**src/ptia_pkg.sv**
```systemverilog
`default_nettype none
package ptia_pkg;

  // operation codes
  localparam logic [4:0] K_MOV     = 5'd0;
  localparam logic [4:0] K_ADD     = 5'd1;
  localparam logic [4:0] K_SUB     = 5'd2;
  localparam logic [4:0] K_MULLO   = 5'd3;
  localparam logic [4:0] K_MULHI   = 5'd4;
  localparam logic [4:0] K_MULWIDE = 5'd5;
  localparam logic [4:0] K_DIV     = 5'd6;
  localparam logic [4:0] K_REM     = 5'd7;
  localparam logic [4:0] K_MIN     = 5'd8;
  localparam logic [4:0] K_MAX     = 5'd9;
  localparam logic [4:0] K_MADLO   = 5'd10;
  localparam logic [4:0] K_MADHI   = 5'd11;
  localparam logic [4:0] K_MADWIDE = 5'd12;
  localparam logic [4:0] K_NEG     = 5'd13;
  localparam logic [4:0] K_ABS     = 5'd14;
  localparam logic [4:0] K_AND     = 5'd15;
  localparam logic [4:0] K_OR      = 5'd16;
  localparam logic [4:0] K_XOR     = 5'd17;
  localparam logic [4:0] K_NOT     = 5'd18;
  localparam logic [4:0] K_SHL     = 5'd19;
  localparam logic [4:0] K_SHR     = 5'd20;
  localparam logic [4:0] K_SETP    = 5'd21;
  localparam logic [4:0] K_SET     = 5'd22;
  localparam logic [4:0] K_SELP    = 5'd23;
  localparam logic [4:0] K_CVT     = 5'd24;

  // compare codes
  localparam logic [2:0] CMP_EQ = 3'd0;
  localparam logic [2:0] CMP_NE = 3'd1;
  localparam logic [2:0] CMP_LT = 3'd2;
  localparam logic [2:0] CMP_LE = 3'd3;
  localparam logic [2:0] CMP_GT = 3'd4;
  localparam logic [2:0] CMP_GE = 3'd5;

  // size codes
  localparam logic [1:0] SZ_8  = 2'd0;
  localparam logic [1:0] SZ_16 = 2'd1;
  localparam logic [1:0] SZ_32 = 2'd2;
  localparam logic [1:0] SZ_64 = 2'd3;

  // error codes
  localparam logic [1:0] ERR_OK   = 2'd0;
  localparam logic [1:0] ERR_DIV0 = 2'd1;
  localparam logic [1:0] ERR_HI64 = 2'd2;

  // restoring divider, one quotient bit per stage
  localparam int DIV_STEPS = 64;

  typedef struct packed {
    logic [4:0]  kind;
    logic [1:0]  size_code;
    logic        is_signed;
    logic [1:0]  dest_size_code;
    logic [2:0]  compare_code;
    logic [63:0] operand_a;
    logic [63:0] operand_b;
    logic [63:0] operand_c;
    logic        select_pred;
  } in_t;

  typedef struct packed {
    logic [63:0] result_value;
    logic        pred_result;
    logic [1:0]  error_code;
  } out_t;

  // after operand extension
  typedef struct packed {
    logic [4:0]  kind;
    logic [1:0]  sc;
    logic        sgn;
    logic [1:0]  dsc;
    logic [2:0]  cmp;
    logic        sel;
    logic [63:0] ra;
    logic [63:0] rb;
    logic [63:0] rc;
    logic [63:0] a;
    logic [63:0] b;
    logic [63:0] c;
  } s1_t;

  // result-in-flight bundle, carried to the end
  typedef struct packed {
    logic [63:0] res;
    logic        pred_set;
    logic        pv;
    logic        typed;
    logic [1:0]  err;
    logic        is_div;
    logic        is_rem;
    logic        neg;
    logic [1:0]  sc;
  } tail_t;

  typedef struct packed {
    tail_t       tl;
    logic [4:0]  kind;
    logic [63:0] ma;
    logic [63:0] mb;
    logic [63:0] c;
    logic [63:0] rc;
    logic [63:0] p0;
    logic [31:0] p1l;
    logic [31:0] p2l;
  } s2_t;

  typedef struct packed {
    tail_t       tl;
    logic [4:0]  kind;
    logic [63:0] ma;
    logic [63:0] mb;
    logic [63:0] c;
    logic [63:0] rc;
    logic [63:0] prod;
  } s3_t;

  typedef struct packed {
    tail_t       tl;
    logic [63:0] r;
    logic [63:0] q;
    logic [63:0] d;
  } dstg_t;

  function automatic logic [63:0] mask_to(input logic [63:0] v, input logic [1:0] code);
    logic [63:0] m;
    begin
      case (code)
        SZ_8:    m = {56'd0, v[7:0]};
        SZ_16:   m = {48'd0, v[15:0]};
        SZ_32:   m = {32'd0, v[31:0]};
        default: m = v;
      endcase
      return m;
    end
  endfunction

  function automatic logic [63:0] sext_to(input logic [63:0] v, input logic [1:0] code);
    logic [63:0] m;
    begin
      case (code)
        SZ_8:    m = {{56{v[7]}}, v[7:0]};
        SZ_16:   m = {{48{v[15]}}, v[15:0]};
        SZ_32:   m = {{32{v[31]}}, v[31:0]};
        default: m = v;
      endcase
      return m;
    end
  endfunction

endpackage
`default_nettype wire

```
**src/ptia_decode.sv**
```systemverilog
`default_nettype none
module ptia_decode
  import ptia_pkg::*;
(
  input  wire logic clk,
  input  wire logic rst_n,
  input  wire logic en,
  input  wire logic in_valid,
  input  wire in_t  in_data,
  output logic      s1_valid,
  output s1_t       s1_data
);

  logic s1_valid_r;
  s1_t  s1_data_r;
  s1_t  s1_data_nxt;

  // operand extension by type width
  always_comb begin
    s1_data_nxt.kind = in_data.kind;
    s1_data_nxt.sc   = in_data.size_code;
    s1_data_nxt.sgn  = in_data.is_signed;
    s1_data_nxt.dsc  = in_data.dest_size_code;
    s1_data_nxt.cmp  = in_data.compare_code;
    s1_data_nxt.sel  = in_data.select_pred;
    s1_data_nxt.ra   = in_data.operand_a;
    s1_data_nxt.rb   = in_data.operand_b;
    s1_data_nxt.rc   = in_data.operand_c;
    if (in_data.is_signed) begin
      s1_data_nxt.a = sext_to(in_data.operand_a, in_data.size_code);
      s1_data_nxt.b = sext_to(in_data.operand_b, in_data.size_code);
      s1_data_nxt.c = sext_to(in_data.operand_c, in_data.size_code);
    end else begin
      s1_data_nxt.a = mask_to(in_data.operand_a, in_data.size_code);
      s1_data_nxt.b = mask_to(in_data.operand_b, in_data.size_code);
      s1_data_nxt.c = mask_to(in_data.operand_c, in_data.size_code);
    end
  end

  always_ff @(posedge clk) begin
    if (!rst_n) begin
      s1_valid_r <= 1'b0;
    end else if (en) begin
      s1_valid_r <= in_valid;
    end
  end

  always_ff @(posedge clk) begin
    if (en) begin
      s1_data_r <= s1_data_nxt;
    end
  end

  assign s1_valid = s1_valid_r;
  assign s1_data  = s1_data_r;

endmodule
`default_nettype wire

```
**config.mk**
```make
export PLATFORM = sky130hd
export DESIGN_NAME = ptia_decode
export DESIGN_NICKNAME = d
export VERILOG_FILES = /design/src/ptia_pkg.sv /design/src/ptia_decode.sv
export SDC_FILE = /design/constraint.sdc
export NUM_CORES = 1
export LEC_CHECK = 0
export BUFFER_PORTS_ARGS = -buffer_cell sky130_fd_sc_hd__clkbuf_2
export CAP_MARGIN = 20
export CORE_AREA = 4 4 235 237
export DETAILED_ROUTE_END_ITERATION = 8
export DIE_AREA = 0 0 239 241
export PLACE_DENSITY_LB_ADDON = 0.25
export REMOVE_ABC_BUFFERS = 1
export SLEW_MARGIN = 5
export SYNTH_ARGS = -nofsm -noshare
export SYNTH_HDL_FRONTEND = slang
export SYNTH_SLANG_ARGS = --single-unit
```
**constraint.sdc**
```tcl
create_clock -name clk -period 2.4 [get_ports clk]
set_input_delay 0.48 -clock clk [delete_from_list [all_inputs] [get_ports clk]]
set_output_delay 0.48 -clock clk [all_outputs]
set_load 0.02 [all_outputs]
```
==> results by group <==
Synth
  • Synth Area per Inst: approximately 17 um^2
  • Seq cells post-synth: around 380
  • Seq/Total Area, Yosys: slightly above 80%
  • Synth Instances: 800
  • Netlist Area Pre-Place: approximately 14000 um^2
  • Yosys warnings: 0
  • Synth unique cells: 25

Placed design
  • Placer congestion estimate: slightly below 0.8
  • Pre-CTS setup slack: 0.420 ns
  • DP Cell Count: between 2000 and 2500
  • PortBufs: 608
  • Post-DP HPWL: between 30000 and 40000 um

Finish
  • Commonest non-fill, non-tap cell in the layout: clkbuf_2
  • Fin cells: ~2100
  • Layout cells sized above 1: between 50 and 60%
  • Final core occ: approximately 36%
  • Final #Nets: between 1500 and 2000
  • Sequential Area: between 10000 and 15000 um^2
  • Commonest cells after routing, fill and taps aside: 605 x clkbuf_2, 374 x edfxtp_1, 96 x nand3_1
  • Syn-to-layout area delta: 37.4%
  • Filler cells: 5225
  • Multi-input logic area: 2150 um^2

Critical path
  • CP delay by family, top: flip-flops
  • CP Buf/Inv Count: 1
  • Critical-path cell with the highest stage delay: edfxtp_1
  • Worst path cell trace: clkbuf_2
  • Worst EP required: 1.92 ns
  • Max FO, Critical Path: 1
  • WS Path Type: reg -> out
  • Endpoint type of the worst setup path: output port
  • CP arrival: approximately 1.2 ns
  • Worst setup SP type: register
  • Largest stage delay on the critical path: ~0.45 ns

STA
  • Fmax: around 590 MHz
  • Actual slew at the worst max-slew pin: 1.01 ns
  • Final worst-path setup slack: approximately 0.71 ns
  • Max_slew headroom: 32.7%
  • Min Clock Period, post-route: 1.69 ns
  • Final hold viol count: 0
  • Final Max Tran Viols: 0
  • RSZ-0062 raised after global routing: false
  • Setup_tns: 0 ns
  • Final worst-path cycle share: a little over two thirds
  • Final Skew: 0 ns
  • Final setup fails: 0

Clocking
  • Setup repair bufs after CTS: 0
  • H-tree levels: 2
  • Post-cts gate resize count: 0
  • CTS tree: built
  • Clock Sinks: ~380
  • Longest Clk Path Bufs: 3
  • Clk root buf: clkbuf_16
  • Post-CTS Hold Buffers: 0
  • CTS clk-pin slew, worst paths: ~0.060 ns
  • Clk Latency, worst-skew pair: ~0.54 ns
  • CTS buffer count: 42

Global routing
  • Remaining global-route overflow: 0
  • Largest net degree at the start of global routing: 71
  • Initial antenna violation count: 5
  • Gr usage total: between 10 and 15%
  • Number of global-route vias before repair: between 9000 and 10000
  • First-pass GRT wire length: between 60000 and 70000 um

Route
  • Routed WL: between 40000 and 50000 um
  • Vias per cell: between 4 and 5
  • Post-route DRC: 0
  • Via count: roughly 9500
  • First DRT Iteration DRCs: 484
  • Routed WL per cell: 21.5 um
  • Detail Route Antenna Nets: 0
  • Drt pass-1 iters: 4

Run status
  • Outcome: complete, no violations

Worst hold path
  • HP Class: in -> reg

Floorplanning
  • Die height: between 200 and 250 um
  • Total Die Area: 57600 um^2
  • Core area: between 50000 and 60000 um^2
  • Starting density of the core: 26.2%
  • Num ports: between 600 and 700
  • Site row count: 85
  • Die width: 239 um

Job
  • Max_cap viols: 0

Power and ir drop
  • VDD IR max: around 480 uV
  • Cell area power density: between 800 and 900 nW/um^2
  • Static Leak: roughly 7.9 nW
==> registers in the layout, indices dropped and copies added, names as in the netlist <==
signal and flops:
s1_data 374, s1_valid 1
==> report_power, final <==
group / total (mW) / leakage (nW) / switching [mW] / internal [mW]
logic: 2.34 / 3.62 / 1.63 / 0.714
clock network: 6.28 / 0.643 / 2.61 / 3.67
registers: 8.04 / 3.65 / 0.176 / 7.86
==> metal layers <==
metal	routed length, um	vias up	track usage, %
met5	34	-	0
met1	17900	4665	18.1
met3	4120	55	4.90
met2	22800	407	25.0
li1	-	4322	-
met4	908	4	4.20
==> stage by stage <==
stage | area (um^2) | total power, mW | hold slack, ns
after floorplan | 13400 | 9.23 | 0.579
after global placement | 17800 | 10.6 | 0.501
after detailed placement | 17800 | 10.6 | 0.515
after CTS | 19100 | 16.9 | 0.0478
after global routing | 19100 | 17.3 | 0.0574
final | 19200 | 16.7 | 0.0937
==> cells by family after synthesis <==
group                  Yosys count  share of synthesized area (%)
AO/OA/AOI/OAI                  168                           8.98
buffers and inverters           96                           4.17
flip-flops                     375                           80.7
multiplexers                     7                          0.736
AND/OR/NAND/NOR                154                           5.40
==> area by class of cell <==
| type | instances | area share (%) |
|---|---|---|
| Sequential cell | 375 | 58.7 |
| Antenna cell | 2 | 0.0261 |
| Clock buffer | 52 | 5.68 |
| Timing Repair Buffer | 651 | 18.5 |
| Clock inverter | 24 | 1.26 |
| Multi-Input combinational cell | 329 | 11.2 |
| Tap cell | 696 | 4.55 |
==> cell usage after synthesis, drive strengths merged <==
cell type / count / area, um^2
mux2i: 7 / 103
nand4b: 3 / 26.3
and4bb: 1 / 12.5
or2: 1 / 6.26
nor4bb: 2 / 20.0
o211ai: 96 / 831
nand3: 96 / 480
clkbuf: 26 / 100
a21o: 24 / 180
nand2: 48 / 180
nor2b: 1 / 6.26
nand2b: 2 / 20.0
dfxtp: 1 / 20.0
o21ai: 48 / 240
buf: 70 / 480
edfxtp: 374 / 11200
==> path summary, 6_finish.rpt <==
| kind | from | end | slack (ns) | cells past startpoint |
|---|---|---|---|---|
| hold reg to reg | s1_valid | s1_valid | 0.52 | 2 |
| setup / recovery | s1_data[86] | s1_data[86] | 0.71 | 1 |
| hold / removal | in_data[205] | s1_data[397] | 0.09 | 1 |
| setup reg to reg | s1_valid | s1_valid | 1.82 | 2 |
Note: power is estimated with default switching activity, not from simulation.
