==> src/ptia_pkg.sv <==
`default_nettype none
package ptia_pkg;

  // operation codes
  localparam logic [4:0] K_MOV     = 5'd0;
  localparam logic [4:0] K_ADD     = 5'd1;
  localparam logic [4:0] K_SUB     = 5'd2;
  localparam logic [4:0] K_MULLO   = 5'd3;
  localparam logic [4:0] K_MULHI   = 5'd4;
  localparam logic [4:0] K_MULWIDE = 5'd5;
  localparam logic [4:0] K_DIV     = 5'd6;
  localparam logic [4:0] K_REM     = 5'd7;
  localparam logic [4:0] K_MIN     = 5'd8;
  localparam logic [4:0] K_MAX     = 5'd9;
  localparam logic [4:0] K_MADLO   = 5'd10;
  localparam logic [4:0] K_MADHI   = 5'd11;
  localparam logic [4:0] K_MADWIDE = 5'd12;
  localparam logic [4:0] K_NEG     = 5'd13;
  localparam logic [4:0] K_ABS     = 5'd14;
  localparam logic [4:0] K_AND     = 5'd15;
  localparam logic [4:0] K_OR      = 5'd16;
  localparam logic [4:0] K_XOR     = 5'd17;
  localparam logic [4:0] K_NOT     = 5'd18;
  localparam logic [4:0] K_SHL     = 5'd19;
  localparam logic [4:0] K_SHR     = 5'd20;
  localparam logic [4:0] K_SETP    = 5'd21;
  localparam logic [4:0] K_SET     = 5'd22;
  localparam logic [4:0] K_SELP    = 5'd23;
  localparam logic [4:0] K_CVT     = 5'd24;

  // compare codes
  localparam logic [2:0] CMP_EQ = 3'd0;
  localparam logic [2:0] CMP_NE = 3'd1;
  localparam logic [2:0] CMP_LT = 3'd2;
  localparam logic [2:0] CMP_LE = 3'd3;
  localparam logic [2:0] CMP_GT = 3'd4;
  localparam logic [2:0] CMP_GE = 3'd5;

  // size codes
  localparam logic [1:0] SZ_8  = 2'd0;
  localparam logic [1:0] SZ_16 = 2'd1;
  localparam logic [1:0] SZ_32 = 2'd2;
  localparam logic [1:0] SZ_64 = 2'd3;

  // error codes
  localparam logic [1:0] ERR_OK   = 2'd0;
  localparam logic [1:0] ERR_DIV0 = 2'd1;
  localparam logic [1:0] ERR_HI64 = 2'd2;

  // restoring divider, one quotient bit per stage
  localparam int DIV_STEPS = 64;

  typedef struct packed {
    logic [4:0]  kind;
    logic [1:0]  size_code;
    logic        is_signed;
    logic [1:0]  dest_size_code;
    logic [2:0]  compare_code;
    logic [63:0] operand_a;
    logic [63:0] operand_b;
    logic [63:0] operand_c;
    logic        select_pred;
  } in_t;

  typedef struct packed {
    logic [63:0] result_value;
    logic        pred_result;
    logic [1:0]  error_code;
  } out_t;

  // after operand extension
  typedef struct packed {
    logic [4:0]  kind;
    logic [1:0]  sc;
    logic        sgn;
    logic [1:0]  dsc;
    logic [2:0]  cmp;
    logic        sel;
    logic [63:0] ra;
    logic [63:0] rb;
    logic [63:0] rc;
    logic [63:0] a;
    logic [63:0] b;
    logic [63:0] c;
  } s1_t;

  // result-in-flight bundle, carried to the end
  typedef struct packed {
    logic [63:0] res;
    logic        pred_set;
    logic        pv;
    logic        typed;
    logic [1:0]  err;
    logic        is_div;
    logic        is_rem;
    logic        neg;
    logic [1:0]  sc;
  } tail_t;

  typedef struct packed {
    tail_t       tl;
    logic [4:0]  kind;
    logic [63:0] ma;
    logic [63:0] mb;
    logic [63:0] c;
    logic [63:0] rc;
    logic [63:0] p0;
    logic [31:0] p1l;
    logic [31:0] p2l;
  } s2_t;

  typedef struct packed {
    tail_t       tl;
    logic [4:0]  kind;
    logic [63:0] ma;
    logic [63:0] mb;
    logic [63:0] c;
    logic [63:0] rc;
    logic [63:0] prod;
  } s3_t;

  typedef struct packed {
    tail_t       tl;
    logic [63:0] r;
    logic [63:0] q;
    logic [63:0] d;
  } dstg_t;

  function automatic logic [63:0] mask_to(input logic [63:0] v, input logic [1:0] code);
    logic [63:0] m;
    begin
      case (code)
        SZ_8:    m = {56'd0, v[7:0]};
        SZ_16:   m = {48'd0, v[15:0]};
        SZ_32:   m = {32'd0, v[31:0]};
        default: m = v;
      endcase
      return m;
    end
  endfunction

  function automatic logic [63:0] sext_to(input logic [63:0] v, input logic [1:0] code);
    logic [63:0] m;
    begin
      case (code)
        SZ_8:    m = {{56{v[7]}}, v[7:0]};
        SZ_16:   m = {{48{v[15]}}, v[15:0]};
        SZ_32:   m = {{32{v[31]}}, v[31:0]};
        default: m = v;
      endcase
      return m;
    end
  endfunction

endpackage
`default_nettype wire

==> src/ptia_mul_fin.sv <==
`default_nettype none
module ptia_mul_fin
  import ptia_pkg::*;
(
  input  wire logic  clk,
  input  wire logic  rst_n,
  input  wire logic  en,
  input  wire logic  s2_valid,
  input  wire s2_t   s2_data,
  output logic       s4_valid,
  output dstg_t      s4_data
);

  logic  s3_valid_r;
  s3_t   s3_data_r;
  s3_t   s3_data_nxt;
  logic  s4_valid_r;
  dstg_t s4_data_r;
  dstg_t s4_data_nxt;

  // partial product sum
  always_comb begin
    s3_data_nxt.tl   = s2_data.tl;
    s3_data_nxt.kind = s2_data.kind;
    s3_data_nxt.ma   = s2_data.ma;
    s3_data_nxt.mb   = s2_data.mb;
    s3_data_nxt.c    = s2_data.c;
    s3_data_nxt.rc   = s2_data.rc;
    s3_data_nxt.prod = s2_data.p0 + {s2_data.p1l + s2_data.p2l, 32'd0};
  end

  // hi shift, addend, and divider entry
  always_comb begin
    logic [63:0] p, hi;
    p = s3_data_r.prod;
    case (s3_data_r.tl.sc)
      SZ_8:    hi = {{8{p[63]}}, p[63:8]};
      SZ_16:   hi = {{16{p[63]}}, p[63:16]};
      default: hi = {{32{p[63]}}, p[63:32]};
    endcase
    s4_data_nxt.tl = s3_data_r.tl;
    case (s3_data_r.kind)
      K_MULLO, K_MULWIDE: s4_data_nxt.tl.res = p;
      K_MULHI:            s4_data_nxt.tl.res = hi;
      K_MADLO:            s4_data_nxt.tl.res = p + s3_data_r.c;
      K_MADHI:            s4_data_nxt.tl.res = hi + s3_data_r.c;
      K_MADWIDE:          s4_data_nxt.tl.res = p + s3_data_r.rc;
      default:            s4_data_nxt.tl.res = s3_data_r.tl.res;
    endcase
    s4_data_nxt.r = 64'd0;
    s4_data_nxt.q = s3_data_r.ma;
    s4_data_nxt.d = s3_data_r.mb;
  end

  always_ff @(posedge clk) begin
    if (!rst_n) begin
      s3_valid_r <= 1'b0;
      s4_valid_r <= 1'b0;
    end else if (en) begin
      s3_valid_r <= s2_valid;
      s4_valid_r <= s3_valid_r;
    end
  end

  always_ff @(posedge clk) begin
    if (en) begin
      s3_data_r <= s3_data_nxt;
      s4_data_r <= s4_data_nxt;
    end
  end

  assign s4_valid = s4_valid_r;
  assign s4_data  = s4_data_r;

endmodule
`default_nettype wire

==> config.mk <==
export PLATFORM = sky130hd
export DESIGN_NAME = ptia_mul_fin
export DESIGN_NICKNAME = d
export VERILOG_FILES = /design/src/ptia_pkg.sv /design/src/ptia_mul_fin.sv
export SDC_FILE = /design/constraint.sdc
export NUM_CORES = 1
export LEC_CHECK = 0
export BUFFER_PORTS_ARGS = -buffer_cell sky130_fd_sc_hd__buf_2
export CAP_MARGIN = 15
export CORE_ASPECT_RATIO = 0.7
export CORE_MARGIN = 2
export CORE_UTILIZATION = 40
export DETAILED_ROUTE_END_ITERATION = 7
export SYNTH_ARGS = -nofsm -noshare
export SYNTH_HDL_FRONTEND = slang
export SYNTH_SLANG_ARGS = --single-unit
==> constraint.sdc <==
create_clock -name clk -period 4.1 [get_ports clk]
set_input_delay 0 -clock clk [delete_from_list [all_inputs] [get_ports clk]]
set_output_delay 0 -clock clk [all_outputs]
set_load 0.005 [all_outputs]
==> qor.csv <==
stage;metric;value;unit
run_status;run_status;finished with violations;
run_status;violations;setup timing;
finish;final_util;60.2;%
hold_path;hold_end;s3_data_r[42]$_DFFE_PP_;
timing;slew_headroom;34.6;%
synth;postSynthCellCount;2777;
synth;synth_cell_type_count;89;
placed_design;place_area;0.0416;sq mm
floorplan;die_area;0.0853;sq mm
setup_path;crit_chain;nor2_2, nand4b_1, buf_4, buf_12, buf_12, mux2_2, ha_4, buf_4, a21o_1, nand2_1, a21oi_4, o2111ai_4, a31oi_4, nor2_4, xnor2_2, a222oi_1, buf_4, o211ai_1;
routing;vias;29680;
power;vdd_ir_drop_max;0.421;mV
clock_network;cts.sinks;603;
global_route;antenna_found_initial;13;
clock_network;clockBufferDepth;3;
setup_path;cp.buffers_inverters;5;
global_route;grt_overflow;0;
clock_network;cts_buffers;57;
floorplan;fp-row-count;88;
setup_path;regToRegSetupSlack;-270;ps
routing;drtAntennaViolNets;0;
setup_path;crit_path_start_kind;register;
synth;synth_flop_cell;edfxtp_1;
floorplan;core;0.0822;sq mm
routing;wl;129000;um
synth;syn_area_per_cell;11.9;sq um
routing;drc_errors;0;
clock_network;cts_root_buf;clkbuf_16;
routing;wl_per_cell;23.5;um
global_route;grt_max_degree;117;
power;power.total;23.8;mW
clock_network;cts_tree;yes;
power;p_per_area;481;mW/mm^2
clock_network;worstSkewPairLatency;660;ps
timing;period_minus_slack;4370;ps
synth;ys_seq_area_share;54.5;%
setup_path;end_kind;register;
finish;fin_area;0.0495;sq mm
global_route;grt_pass1_wl;184000;um
synth;ys_ff_latch;603;
setup_path;r2r-end;s4_data[237]$_DFFE_PP_;
synth;netlist_area;0.0332;sq mm
synth;yosys_warnings;0;
setup_path;critPathTopFamily;compound AO/OA/AOI/OAI gates;
timing;worstMarginPinSlew;979;ps
timing;timing.fmax;229;MHz
setup_path;crit_type;reg2reg;
finish;final_nets;5072;
hold_path;min-delay-start;s2_data[106];
clock_network;clk_pin_slew;70;ps
setup_path;crit_top_cell;buf_4;
job;cap_violations;0;
power;leakagePower;20.8;nW
timing;fin_ws;-271;ps
clock_network;htree_num_levels;2;
finish;area_growth;49.2;%
global_route;grt_usage;29.1;%
timing;setup_viol;34;
routing;initialDrtViolationCount;3211;
synth;async_flop_share;0;%
routing;via_per_inst;5.38;
hold_path;min_path_type;in2reg;
timing;finalHoldViolCount;0;
synth;synth_edf_count;601;
setup_path;r2r_cells;18;
global_route;grt_pass1_vias;28769;
timing;rsz0062_at_grt;true;
timing;skew;33.2;ps
floorplan;initial_core_util;40.3;%
placed_design;dp.cells;4970;
floorplan;die_h;245;um
placed_design;dp_hpwl;99200;um
finish;post_route_cells_drive_above_1_share;37.4;%
setup_path;cp_slowest_cell;a222oi_1;
hold_path;hold_depth;4;
setup_path;required;4440;ps
routing;firstDrtPassIters;6;
finish;stdcell_count;5517;
placed_design;portBuffers;669;
setup_path;max_stage_delay;490;ps
placed_design;pre_cts_slack;-473;ps
timing;slew_viol_final;0;
placed_design;gp_congestion;1.02;
setup_path;crit_fanout;5;
timing;finalCritPeriodShare;107;%
setup_path;worstReg2RegStart;s3_data_r[320]$_DFFE_PP_;
floorplan;pin_count;734;
floorplan;die_w;348;um
setup_path;cp.arrival;4710;ps
==> placed cells by master (no fill, tap or decap), types with 48 or more instances in the layout <==
cell type	synthesis	routed
buf_2	8	668
buf_4	67	554
nand2_1	224	216
dlygate4sd3_1	0	403
inv_1	48	48
a21oi_1	209	173
clkbuf_16	0	59
xor2_1	72	68
edfxtp_1	601	601
o21ai_1	25	50
xnor2_1	99	84
mux2_2	65	57
conb_1	1	64
a21o_1	96	94
ha_1	221	193
o21ai_0	139	95
nor2_1	148	139
==> synthesized netlist by cell type (32+ instances only) <==
master    count  area (sq um)
a21o_1       96           721
nand4_1      47           294
buf_4        67           503
ha_1        221          2770
a21oi_1     209          1050
mux2_2       65           732
nor2_1      148           556
a31oi_1      41           257
mux2i_1      42           420
nand2_1     224           841
o21ai_0     139           696
clkbuf_1    103           387
a211oi_1     36           270
inv_1        48           180
xor2_1       72           631
nand3_1      46           230
nor3_1       32           160
xnor2_1      99           867
edfxtp_1    601         18000
a221oi_1     32           280
==> flip-flops by register name (all words and copies together), names as in the netlist <==
register    flops
s3_valid_r      1
s4_data       202
s3_data_r     399
s4_valid        1
==> layer usage <==
metal	part of all wire (%)	up-vias	GRT usage (%)
met1	43	14291	40.8
met5	0	-	0
met3	13	186	12.9
met2	42	1369	40.9
met4	2.4	0	7.26
li1	-	13834	-
==> cell families after synthesis <==
logic type,count (synthesis),synth area share (%)
AO/OA/AOI/OAI,817,16.6
AND/OR/NAND/NOR,621,8.88
flip-flops,603,54.5
buffers and inverters,232,3.41
adder cells (fa/ha/maj),225,8.58
XOR/XNOR,171,4.51
multiplexers,107,3.47
other,1,0.0113
==> repair_timing <==
action                                  4_1_cts  5_1_grt
endpoints found under the hold margin       471        0
endpoints found under the setup margin       43       53
pin swaps                                    50       93
cloned                                        2        1
buffers inserted                              7       23
resized for setup                           127      202
hold buffers                                403        0
==> power by group <==
group	switching (mW)	total (mW)	internal, mW
logic	5.53	10.3	4.77
registers	0.554	8.09	7.53
clock network	2.44	5.43	2.99
total	8.53	23.8	15.3
==> area by class of cell <==
type | instances | area (sq um)
clock buffer | 65 | 1480
antenna | 11 | 27.5
clock inverter | 40 | 418
tap | 1080 | 1350
sequential | 603 | 18100
multi-input combinational | 2005 | 15700
inverter | 48 | 180
timing repair buffer | 1665 | 12200
fill | 6603 | 32800
==> per-stage QoR <==
stage          hold WS, ps  setup TNS (ps)
5_1_grt               24.4           -8170
6_report              19.6           -3550
3_3_place_gp           176           -7370
3_5_place_dp           178           -8080
4_1_cts              0.996           -1310
2_1_floorplan         98.9               0
==> tightest hold or removal path: stages <==
cell	delay, ps
buf_2	110
ha_1	190
buf_4	130
xor2_1	50
==> worst max-delay path by stage <==
stage	startpoint	endpoint	slack [ps]	depth (start not counted)
5_1_grt	s3_data_r[320]$_DFFE_PP_	s4_data[248]$_DFFE_PP_	-300	20
3_3_place_gp	s2_data[0]	s3_data_r[62]$_DFFE_PP_	-390	27
2_1_floorplan	s3_data_r[323]$_DFFE_PP_	s4_data[255]$_DFFE_PP_	6	15
6_report	s3_data_r[320]$_DFFE_PP_	s4_data[237]$_DFFE_PP_	-270	18
3_5_place_dp	s2_data[0]	s3_data_r[63]$_DFFE_PP_	-470	22
4_1_cts	s3_data_r[324]$_DFFE_PP_	s4_data[244]$_DFFE_PP_	-140	19
(Power assumes the default switching activity.)
